<file path="config.mk">
export PLATFORM = sky130hd
export DESIGN_NAME = ordered_timer_table_core
export DESIGN_NICKNAME = d
export VERILOG_FILES = /design/src/hw/rtl/ott_pkg.sv /design/src/hw/rtl/ordered_timer_table_core.sv /design/src/hw/rtl/ott_min_unit.sv
export VERILOG_INCLUDE_DIRS = /design/src /design/src/hw/rtl
export SDC_FILE = /design/constraint.sdc
export NUM_CORES = 2
export LEC_CHECK = 0
export BUFFER_PORTS_ARGS = -buffer_cell sky130_fd_sc_hd__buf_2
export CAP_MARGIN = 5
export CORE_UTILIZATION = 45
export DETAILED_ROUTE_END_ITERATION = 6
export SYNTH_ARGS = -nofsm -noshare
export SYNTH_HDL_FRONTEND = slang
export SYNTH_SLANG_ARGS = --single-unit
</file>
<file path="constraint.sdc">
create_clock -name clk_i -period 9.6 [get_ports clk_i]
set_input_delay 0.96 -clock clk_i [delete_from_list [all_inputs] [get_ports clk_i]]
set_output_delay 0.96 -clock clk_i [all_outputs]
set_load 0.01 [all_outputs]
</file>
<file path="src/hw/rtl/ordered_timer_table_core_macros.svh">
// assertion macros for the ordered timer table core
// no dependencies
`ifndef ORDERED_TIMER_TABLE_CORE_MACROS_SVH
`define ORDERED_TIMER_TABLE_CORE_MACROS_SVH
// implication checked on every clock edge outside reset
`define OTT_ASSERT_IMP(lbl, clk, rstn, ante, cons) \
  lbl: assert property (@(posedge clk) disable iff (!rstn) (ante) |-> (cons)) \
    else $error("assertion failed");
// implication whose consequent is checked in the cycle after the antecedent
`define OTT_ASSERT_NEXT(lbl, clk, rstn, ante, cons) \
  lbl: assert property (@(posedge clk) disable iff (!rstn) (ante) |=> (cons)) \
    else $error("assertion failed");
`endif

</file>
<file path="src/hw/rtl/ott_pkg.sv">
// shared types and constants for the ordered timer table core
// no dependencies
package ott_pkg;
  localparam logic [2:0] CMD_ADD     = 3'd0;
  localparam logic [2:0] CMD_CANCEL  = 3'd1;
  localparam logic [2:0] CMD_REFRESH = 3'd2;
  localparam logic [2:0] CMD_RESET   = 3'd3;
  localparam logic [2:0] CMD_SCAN    = 3'd4;
  localparam logic [2:0] CMD_QUERY   = 3'd5;

  localparam logic [1:0] ST_OK   = 2'd0;
  localparam logic [1:0] ST_FAIL = 2'd1;
  localparam logic [1:0] ST_NONE = 2'd2;

  localparam logic [31:0] ROLLOVER_DEFAULT = 32'd3600000;
  localparam logic [31:0] ALL_ONES = 32'hFFFF_FFFF;

  typedef struct packed {
    logic [2:0]  command;
    logic [3:0]  slot_id;
    logic [31:0] period_ms;
    logic        recurring;
    logic        restart_now;
    logic [31:0] now_ms;
  } req_t;

  typedef struct packed {
    logic [1:0]  status;
    logic [3:0]  timer_id;
    logic [31:0] wait_ms;
    logic        front_changed;
    logic        last;
  } rsp_t;

  // control from the sequencer to the compare unit
  typedef struct packed {
    logic clear;  // start a new walk
    logic step;   // consider the current slot
    logic cand;   // current slot is a candidate
  } cmp_ctl_t;
endpackage

</file>
<file path="src/hw/rtl/ordered_timer_table_core.sv">
// ordered timer table core: sequencer, slot registers and one shared min/compare unit
// cancel/refresh need no walk; query, scan with nothing due, add/reset that place no timer: one walk
//   add/reset that place a timer walk a second time for the front check
// scan: one walk finds the due timers, then one walk per expired timer picks the earliest
// throughput: one request at a time, busy high until the last result strobe; no stalls
// reset (rst_ni low, async) frees all slots, clears previous time and notify flag
module ordered_timer_table_core #(
  parameter int TIMER_SLOTS = 16
) (
  input  logic                clk_i,
  input  logic                rst_ni,
  input  logic                start,
  output logic                busy,
  input  ott_pkg::req_t       req_i,
  output logic                valid_o,
  output ott_pkg::rsp_t       rsp_o,
  input  logic                cfg_we_i,
  input  logic [31:0]         cfg_wdata_i
);
  import ott_pkg::*;
  `include "ordered_timer_table_core_macros.svh"

  localparam int IdxW = (TIMER_SLOTS > 1) ? $clog2(TIMER_SLOTS) : 1;
  localparam int CntW = $clog2(TIMER_SLOTS + 1);
  localparam logic [CntW-1:0] LastCnt = CntW'(TIMER_SLOTS);

  typedef enum logic [2:0] {
    S_IDLE, S_WALK, S_EVAL, S_SCANW, S_SCANE, S_OUT
  } state_e;

  state_e state_q;
  req_t   req_q;
  logic [31:0] roll_win_q, prev_time_q;
  logic        notified_q;
  logic [TIMER_SLOTS-1:0] active_q, due_q, rearm_q;
  logic [31:0] dl_q  [TIMER_SLOTS];
  logic [31:0] per_q [TIMER_SLOTS];
  logic [CntW-1:0] cnt_q;
  // after the front check walk, this slot is compared with the earliest
  logic [IdxW-1:0] tgt_q;
  logic            fc_pend_q;
  rsp_t rsp_q;
  logic valid_q;

  // shared compare unit, candidate mux
  cmp_ctl_t        ctl;
  logic [IdxW-1:0] widx;
  logic            found;
  logic [IdxW-1:0] best_idx;
  logic [31:0]     best_dl;
  logic            in_walk;

  assign widx    = cnt_q[IdxW-1:0];
  assign in_walk = (state_q == S_WALK || state_q == S_SCANW) && cnt_q < LastCnt;
  assign ctl.clear = (state_q == S_IDLE) || (state_q == S_SCANE);
  assign ctl.step  = in_walk;
  assign ctl.cand  = (state_q == S_SCANW) ? due_q[widx] : active_q[widx];

  ott_min_unit #(.IdxW(IdxW)) u_min (
    .clk_i, .rst_ni, .ctl_i(ctl), .idx_i(widx), .dl_i(dl_q[widx]),
    .found_o(found), .best_idx_o(best_idx), .best_dl_o(best_dl)
  );

  // lowest free slot, found during the walk too (first inactive in ascending order)
  logic            free_found_q;
  logic [IdxW-1:0] free_idx_q;

  logic sid_ok;
  logic [IdxW-1:0] sid;
  assign sid_ok = 32'(req_q.slot_id) < TIMER_SLOTS;
  assign sid    = IdxW'(req_q.slot_id);

  // large backward step of the clock: every timer expires on this scan
  logic scan_roll;
  assign scan_roll = (req_q.now_ms < prev_time_q) &&
                     ((prev_time_q - req_q.now_ms) > roll_win_q);

  function automatic rsp_t mk(logic [1:0] st, logic [3:0] id, logic [31:0] w,
                              logic fc, logic lst);
    rsp_t r;
    r.status = st; r.timer_id = id; r.wait_ms = w; r.front_changed = fc; r.last = lst;
    return r;
  endfunction

  always_ff @(posedge clk_i or negedge rst_ni) begin
    if (!rst_ni) begin
      state_q      <= S_IDLE;
      roll_win_q   <= ROLLOVER_DEFAULT;
      prev_time_q  <= '0;
      notified_q   <= 1'b0;
      active_q     <= '0;
      valid_q      <= 1'b0;
      cnt_q        <= '0;
      fc_pend_q    <= 1'b0;
      free_found_q <= 1'b0;
    end else begin
      valid_q <= 1'b0;
      if (cfg_we_i) roll_win_q <= cfg_wdata_i;
      unique case (state_q)
        S_IDLE: begin
          cnt_q        <= '0;
          free_found_q <= 1'b0;
          fc_pend_q    <= 1'b0;
          if (start) begin
            req_q <= req_i;
            // cancel and refresh need no walk
            if (req_i.command == CMD_CANCEL || req_i.command == CMD_REFRESH)
              state_q <= S_OUT;
            else if (req_i.command == CMD_SCAN)
              state_q <= S_WALK;
            else
              state_q <= S_WALK;
          end
        end
        S_OUT: begin
          valid_q <= 1'b1;
          state_q <= S_IDLE;
          if (req_q.command == CMD_CANCEL) begin
            if (sid_ok && active_q[sid]) begin
              active_q[sid] <= 1'b0;
              rsp_q <= mk(ST_OK, req_q.slot_id, '0, 1'b0, 1'b1);
            end else rsp_q <= mk(ST_FAIL, req_q.slot_id, '0, 1'b0, 1'b1);
          end else begin
            if (sid_ok && active_q[sid]) begin
              dl_q[sid] <= req_q.now_ms + per_q[sid];
              rsp_q <= mk(ST_OK, req_q.slot_id, '0, 1'b0, 1'b1);
            end else rsp_q <= mk(ST_FAIL, req_q.slot_id, '0, 1'b0, 1'b1);
          end
        end
        S_WALK: begin
          if (cnt_q < LastCnt) begin
            if (!free_found_q && !active_q[widx]) begin
              free_found_q <= 1'b1;
              free_idx_q   <= widx;
            end
            cnt_q <= cnt_q + CntW'(1);
          end else begin
            state_q <= S_EVAL;
          end
        end
        S_EVAL: begin
          // default: finish after this
          state_q <= S_IDLE;
          valid_q <= 1'b1;
          if (fc_pend_q) begin
            // second walk done: front check for target slot
            if (found && best_idx == tgt_q && !notified_q) begin
              notified_q <= 1'b1;
              rsp_q.front_changed <= 1'b1;
            end
          end else begin
            case (req_q.command)
              CMD_ADD: begin
                if (!free_found_q) rsp_q <= mk(ST_FAIL, '0, '0, 1'b0, 1'b1);
                else begin
                  active_q[free_idx_q] <= 1'b1;
                  per_q[free_idx_q]    <= req_q.period_ms;
                  dl_q[free_idx_q]     <= req_q.now_ms + req_q.period_ms;
                  rearm_q[free_idx_q]  <= req_q.recurring;
                  rsp_q <= mk(ST_OK, 4'(free_idx_q), '0, 1'b0, 1'b1);
                  tgt_q <= free_idx_q;
                  fc_pend_q <= 1'b1; valid_q <= 1'b0;
                  cnt_q <= '0; state_q <= S_SCANE;
                end
              end
              CMD_RESET: begin
                if (!sid_ok) rsp_q <= mk(ST_FAIL, req_q.slot_id, '0, 1'b0, 1'b1);
                else if (req_q.period_ms == per_q[sid] && !req_q.restart_now)
                  rsp_q <= mk(ST_OK, req_q.slot_id, '0, 1'b0, 1'b1);
                else if (!active_q[sid])
                  rsp_q <= mk(ST_FAIL, req_q.slot_id, '0, 1'b0, 1'b1);
                else begin
                  per_q[sid] <= req_q.period_ms;
                  dl_q[sid]  <= (req_q.restart_now ? req_q.now_ms
                                 : dl_q[sid] - per_q[sid]) + req_q.period_ms;
                  rsp_q <= mk(ST_OK, req_q.slot_id, '0, 1'b0, 1'b1);
                  tgt_q <= sid;
                  fc_pend_q <= 1'b1; valid_q <= 1'b0;
                  cnt_q <= '0; state_q <= S_SCANE;
                end
              end
              CMD_QUERY: begin
                notified_q <= 1'b0;
                if (!found) rsp_q <= mk(ST_OK, '0, ALL_ONES, 1'b0, 1'b1);
                else rsp_q <= mk(ST_OK, '0, (req_q.now_ms >= best_dl) ? '0
                                  : best_dl - req_q.now_ms, 1'b0, 1'b1);
              end
              CMD_SCAN: begin
                if (!found) rsp_q <= mk(ST_NONE, '0, '0, 1'b0, 1'b1);
                else begin
                  prev_time_q <= req_q.now_ms;
                  if (!scan_roll && best_dl > req_q.now_ms)
                    rsp_q <= mk(ST_NONE, '0, '0, 1'b0, 1'b1);
                  else begin
                    for (int i = 0; i < TIMER_SLOTS; i++)
                      due_q[i] <= active_q[i] && (scan_roll || dl_q[i] <= req_q.now_ms);
                    valid_q <= 1'b0;
                    cnt_q <= '0; state_q <= S_SCANE;
                  end
                end
              end
              default: rsp_q <= mk(ST_FAIL, '0, '0, 1'b0, 1'b1);
            endcase
          end
        end
        S_SCANE: begin
          // min unit cleared here; start next walk
          cnt_q   <= '0;
          state_q <= fc_pend_q ? S_WALK : S_SCANW;
        end
        S_SCANW: begin
          if (cnt_q < LastCnt) begin
            cnt_q <= cnt_q + CntW'(1);
          end else begin
            // emit the earliest due slot, then walk again if more slots are due
            due_q[best_idx] <= 1'b0;
            if (rearm_q[best_idx]) dl_q[best_idx] <= req_q.now_ms + per_q[best_idx];
            else active_q[best_idx] <= 1'b0;
            valid_q <= 1'b1;
            rsp_q <= mk(ST_OK, 4'(best_idx), '0, 1'b0,
                        $countones(due_q) == 1);
            state_q <= ($countones(due_q) == 1) ? S_IDLE : S_SCANE;
          end
        end
        default: state_q <= S_IDLE;
      endcase
    end
  end

  assign busy    = (state_q != S_IDLE);
  assign valid_o = valid_q;
  assign rsp_o   = rsp_q;

  `OTT_ASSERT_IMP(a_no_start_busy, clk_i, rst_ni, valid_q, state_q != S_WALK)
  `OTT_ASSERT_NEXT(a_last_idle, clk_i, rst_ni, valid_q && rsp_q.last, state_q != S_SCANW)
  `OTT_ASSERT_IMP(a_idle_no_due, clk_i, rst_ni, state_q == S_SCANW, due_q != '0)
endmodule

</file>
<file path="src/hw/rtl/ott_min_unit.sv">
// shared compare unit: tracks the earliest candidate slot over a walk
// depends on ott_pkg
module ott_min_unit #(
  parameter int IdxW = 4
) (
  input  logic                clk_i,
  input  logic                rst_ni,
  input  ott_pkg::cmp_ctl_t   ctl_i,
  input  logic [IdxW-1:0]     idx_i,
  input  logic [31:0]         dl_i,
  output logic                found_o,
  output logic [IdxW-1:0]     best_idx_o,
  output logic [31:0]         best_dl_o
);
  import ott_pkg::*;

  logic            found_q, found_d;
  logic [IdxW-1:0] idx_q, idx_d;
  logic [31:0]     dl_q, dl_d;

  // slots are walked in ascending order, so strict less keeps the lower index on ties
  always_comb begin
    found_d = found_q;
    idx_d   = idx_q;
    dl_d    = dl_q;
    if (ctl_i.clear) begin
      found_d = 1'b0;
    end else if (ctl_i.step && ctl_i.cand && (!found_q || dl_i < dl_q)) begin
      found_d = 1'b1;
      idx_d   = idx_i;
      dl_d    = dl_i;
    end
  end

  always_ff @(posedge clk_i or negedge rst_ni) begin
    if (!rst_ni) begin
      found_q <= 1'b0;
    end else begin
      found_q <= found_d;
    end
  end

  always_ff @(posedge clk_i) begin
    idx_q <= idx_d;
    dl_q  <= dl_d;
  end

  assign found_o    = found_q;
  assign best_idx_o = idx_q;
  assign best_dl_o  = dl_q;
endmodule
</file>
### Word-level counts from Yosys, hierarchy flattened

Memories as Yosys holds them, arrays and structs flattened. A register that Yosys moved wholly into a read port is not among the register bits.
Cells that the tools add are included.

| word-level totals | value |
|---|---|
| input port bits | 109 |
| memories | 2 |
| latch bits | 0 |
| RAM bits | 1024 |
| output and inout bits | 42 |
| memory bits (read-only) | 0 |
| word-level logic and storage cells | 342 |
| register bits | 282 |

Memory list:

| memory | words | width | read ports | clocked after Yosys merged registers in | wr ports | line | RTL |
|---|---|---|---|---|---|---|---|
| dl_q | 16 | 32 | 18 | 1 | 1 | ordered_timer_table_core.sv:36 | `logic [31:0] dl_q [TIMER_SLOTS];` |
| per_q | 16 | 32 | 2 | 2 | 1 | ordered_timer_table_core.sv:37 | `logic [31:0] per_q [TIMER_SLOTS];` |

| cells by class | value |
|---|---|
| bitwise operators | 9 |
| equal/unequal tests | 42 |
| divide/modulo/power cells | 0 |
| mux-type cells | 122 |
| multiply operators | 0 |
| add/subtract/negate cells | 23 |
| shift-type cells | 0 |
| reductions and logical operators | 88 |
| $lt $le $gt $ge | 29 |

Operators by type and width:

| cell | count |
|---|---|
| $le A32 B32 Y1 | 16 |
| $mux W16 | 12 |
| $mux W32 | 6 |
| $mux W40 | 4 |
| $pmux W40 S4 | 1 |
| $add A32 B32 Y32 | 4 |
| $pmux W40 S3 | 1 |
| $reduce_or A32 Y1 | 3 |
| $sub A32 B32 Y32 | 3 |
| $mux W39 | 2 |
| $gt A32 B32 Y1 | 2 |
| $lt A32 B32 Y1 | 2 |
| $and A16 B16 Y16 | 3 |
| $pmux W16 S3 | 1 |
| $mux W1 | 46 |
| $mux W38 | 1 |
| $mux W4 | 9 |
| $mux W5 | 7 |
| $mux W34 | 1 |
| $mux W3 | 11 |
| $eq A32 B32 Y1 | 1 |
| $ge A32 B32 Y1 | 1 |
| $logic_and A1 B1 Y1 | 32 |
| $not A16 Y16 | 2 |
| 47 further kinds | 142 |

### Depth between registers and ports, before layout

| depth | value |
|---|---|
| depth in word-level cells | 12 |
| gate-level depth with buffers | 36 |
| gate-level depth less buffers | 29 |

### Hierarchy

A second synthesis with hierarchy kept.

| second synthesis, totals | value |
|---|---|
| cell total of the unflattened synthesis | 6407 |
| area total of the unflattened synthesis | 84579.9 µm² |

By module, submodules not included:

| module | instances | seq. area each (µm²) | area each (µm²) | cells an instance |
|---|---|---|---|---|
| ordered_timer_table_core | 1 | 37739.9 | 82680.5 | 6257 |
| ott_min_unit | 1 | 1106.1 | 1899.3 | 150 |

### Worst setup path before layout

No wires, ideal clock.

| timing | value |
|---|---|
| path type | reg2reg |
| from | reg (tool-made name) |
| to | mem dl_q[0][31] (data pin) |
| arrival | 7775 ps |
| setup time | 302 ps |
| data required time | 9298 ps |
| clock period less this slack | 8076 ps |
| stages on the path, launching flop included | 34 |
| path slack | 1524 ps |
| buffers on the path | 8 |
| cell sequence | dfxtp_1 > buf_6 > buf_4 > buf_2 > buf_2 > buf_2 > buf_2 > clkbuf_1 > clkbuf_1 > mux4_2 > mux4_2 > fa_1 > a21o_1 > a21oi_1 > nor2_1 > o31a_1 > a211oi_1 > nand4bb_1 > nand2_1 > a21bo_2 > a21oi_1 > xor2_1 > o21ai_0 > ha_1 > a21o_1 > a21o_1 > or3_1 > a31o_2 > nand2_1 > o21ai_0 > o41ai_1 > xnor2_1 > xnor2_1 > o221ai_1 |

RTL lines:

| what | line |
|---|---|
| end: declaration | ordered_timer_table_core.sv:36 |

==> impl_metrics.toml <==
[power]
total_power_mw = 22.4
p_leak_nw = 35.4
p_per_area_nw_per_um2 = 239
ir_drop_mv = 0.169

[sta]
slew_headroom_pct = 16.1
setup_tns_ns = 0
rsz0062_at_grt = "false"
worst_slew_pin_slew_ns = 1.22
fin_skew_ns = 0.0480
slew_viol_final = 0
finalSetupViolations = 0
period_share_pct = 92.6
fin_crit_ns = 8.89
finalHoldViolations = 0
fmax_mhz = 113

[critical_path]
cp.depth = 23
cpPeakStageDelay_ns = 0.96
critPathBufInv = 2
path_common_cell = "a21oi_1"
r2r_setup_slack_ns = 0.71
slowest_stage = "o221ai_1"
crit_path_end_kind = "register"
reg2reg_to = "dl_q[6][31]"
crit_type = "reg2reg"
worstPathCellList = "buf_4, buf_4, nor2b_1, a22oi_1, a31oi_1, ha_1, nand2_1, nor2_1, a221o_1, o21ai_0, a21oi_1, o311ai_0, a21bo_2, a21oi_1, o31ai_1, ha_1, and3_1, a21oi_1, o21ai_0, o41ai_1, xnor2_1, xnor2_1, o221ai_1"
rr_worst_depth = 23
crit_end = "dl_q[6][31]"
critical_path_arrival_ns = 9.34
crit_family = "compound AO/OA/AOI/OAI gates"
crit_required_ns = 10.05
critPathMaxFanout = 41
worstSetupStartpointType = "register"

[yosys]
async_flop_share_pct = 7.08
syn_area_per_cell_um2 = 13.2
ys_seq_area_share_pct = 46.3
synth_fp_nets = 7275
ys.flop_type = "edfxtp_1"
synth_edf_count = 1213
syn_inst = 6349
syn_area_um2 = 84100
yosysWarnings = 0
synth_seq_cells = 1314
synth_cell_types = 97

[clock_tree]
postCtsSetupRepairBufs = 0
clockBufferDepth = 3
clkTransAtPathRegs_ns = 0.06
cts_buffers = 152
root_buffer = "clkbuf_16"
post_cts_resized = 0
clkSinkCount = 1314
htree_levels = 4
cts_hold_buf = 0
clk_latency_ns = 0.85
cts_tree = "yes"

[floorplan]
ios = 151
coreArea_um2 = 185000
die_x_um = 434
start_util_pct = 45.4
die_h_um = 434
dieArea_um2 = 189000
rows = 158

[final_layout]
fin_nets = 7509
final_layout_size_suffix_gt1_share_pct = 19.4
finalNonFillerCells = 9197
syn_to_final_growth_pct = 11.6
register_area_um2 = 39000
final_cell_mix = "edfxtp_1 (1213), ha_1 (800), mux4_2 (597)"
multi_input_area_um2 = 43500
final_common_cell = "edfxtp_1"
finalInstanceArea_um2 = 93800
fillCellCount = 16000

[route]
routed_wl_um = 301000
wl_per_cell_um = 32.8
drc = 0
dr.pass1.iters = 5
vias = 60800
vias_per_cell = 6.61
drt-initial-drc-count = 6898
antenna_left = 0

[placement]
port_buffers = 150
dp_cells = 8905
dpl.hpwl_um = 220000
gp_congestion = 0.968
placed_area_um2 = 88600

[global_routing]
grtUsageMet2_pct = 50.4
grt_pass1_vias = 59800
grt_use_met3_pct = 7.95
grt_max_degree = 78
grt_pass1_wl_um = 427000
grt_use_met1_pct = 40.2
grtUsageTotal_pct = 31.8
antenna_found_initial = 21
grt_overflow_total = 0
busiest_layer = "met2"

[run_status]
status = "finished, final reports clean"

[job]
max_cap_violations = 0

[worst_hold_path]
hold_path_class = "in2async"
==> cells by family (layout without fill, tap and decap cells) <==
family	Yosys count	after routing	synth area share, %
AO/OA/AOI/OAI	1539	1539	11.7
flip-flops	1314	1314	46.3
adder cells (fa/ha/maj)	817	817	12.3
AND/OR/NAND/NOR	1229	1229	7.31
multiplexers	731	731	17.6
XOR/XNOR	224	224	2.33
other	0	10	0
buffers and inverters	495	853	2.41
==> stage by stage <==
step	hold slack, ns	worst slack [ns]	util, %
2_1_floorplan	0.450	1.52	-
3_3_place_gp	0.465	1.00	47.8
3_5_place_dp	0.475	0.778	47.8
4_1_cts	0.119	0.728	50.6
5_1_grt	0.138	0.173	50.6
6_report	0.140	0.715	50.6
==> worst register-to-register path: stages (launching register included) <==
cell and delay (ns):
dfxtp_4 0.85, buf_4 0.49, buf_4 0.31, nor2b_1 0.51, a22oi_1 0.20, a31oi_1 0.70, ha_1 0.44, nand2_1 0.10
nor2_1 0.06, a221o_1 0.36, o21ai_0 0.29, a21oi_1 0.25, o311ai_0 0.82, a21bo_2 0.27, a21oi_1 0.10, o31ai_1 0.29
ha_1 0.35, and3_1 0.19, a21oi_1 0.10, o21ai_0 0.18, o41ai_1 0.37, xnor2_1 0.20, xnor2_1 0.10, o221ai_1 0.96
==> area by class of cell <==
class                   count  area share (%)
diodes                     10          0.0267
flip-flops and latches   1314            41.5
inverters                 243           0.975
clock buffers             177            4.20
repair buffers            332            2.36
well taps                2480            3.31
multi-input cells        4540            46.3
clock inverters           101            1.30
==> metal layers <==
metal  vias to the layer above  routed length, µm
li1                      25900                  -
met1                     30700             113000
met2                      3469             140000
met3                       708              30400
met4                         6              17900
met5                         -                 38
==> sequential cells by signal, summed over array words and instances, names as in the netlist, 5 cells and up, named ones only <==
signal	flops
u_min.best_dl_o	32
prev_time_q	32
dl_q	512
roll_win_q	32
req_q	69
due_q	16
active_q	16
rearm_q	16
per_q	512
cnt_q	5
rsp_o	40
==> worst min path at each step <==
stage                           end  slack, ns  cells past startpoint
global placement    prev_time_q[31]       0.47                      2
global route           active_q[14]       0.14                      1
CTS                    active_q[15]       0.12                      1
finish                 active_q[14]       0.14                      1
detailed placement  prev_time_q[22]       0.48                      2
floorplan            prev_time_q[0]       0.45                      2
==> power by group <==
group / switching [mW] / internal [mW]
Clock: 2.60 / 3.46
Sequential: 0.420 / 7.07
Combinational: 5.27 / 3.62
Total: 8.29 / 14.1
==> synth_stat cells (all sizes together) (32+ instances only) <==
cell | number | area, µm²
nand3 | 90 | 450
xor2 | 86 | 753
mux2 | 34 | 383
edfxtp | 1213 | 36400
ha | 800 | 10000
o21ai | 350 | 1760
buf | 91 | 508
clkbuf | 161 | 604
nand4 | 153 | 972
a21oi | 418 | 2100
dfrtp | 82 | 2050
mux4 | 597 | 13400
inv | 243 | 912
xnor2 | 138 | 1210
and3 | 32 | 200
nor2b | 94 | 588
mux2i | 100 | 1010
nor2 | 261 | 980
a22oi | 35 | 263
o211ai | 34 | 255
nor3 | 59 | 295
o21a | 132 | 991
nand2b | 83 | 519
a211oi | 39 | 293
a21o | 245 | 1840
nand2 | 337 | 1290
Power figures use the tool's default switching activity.
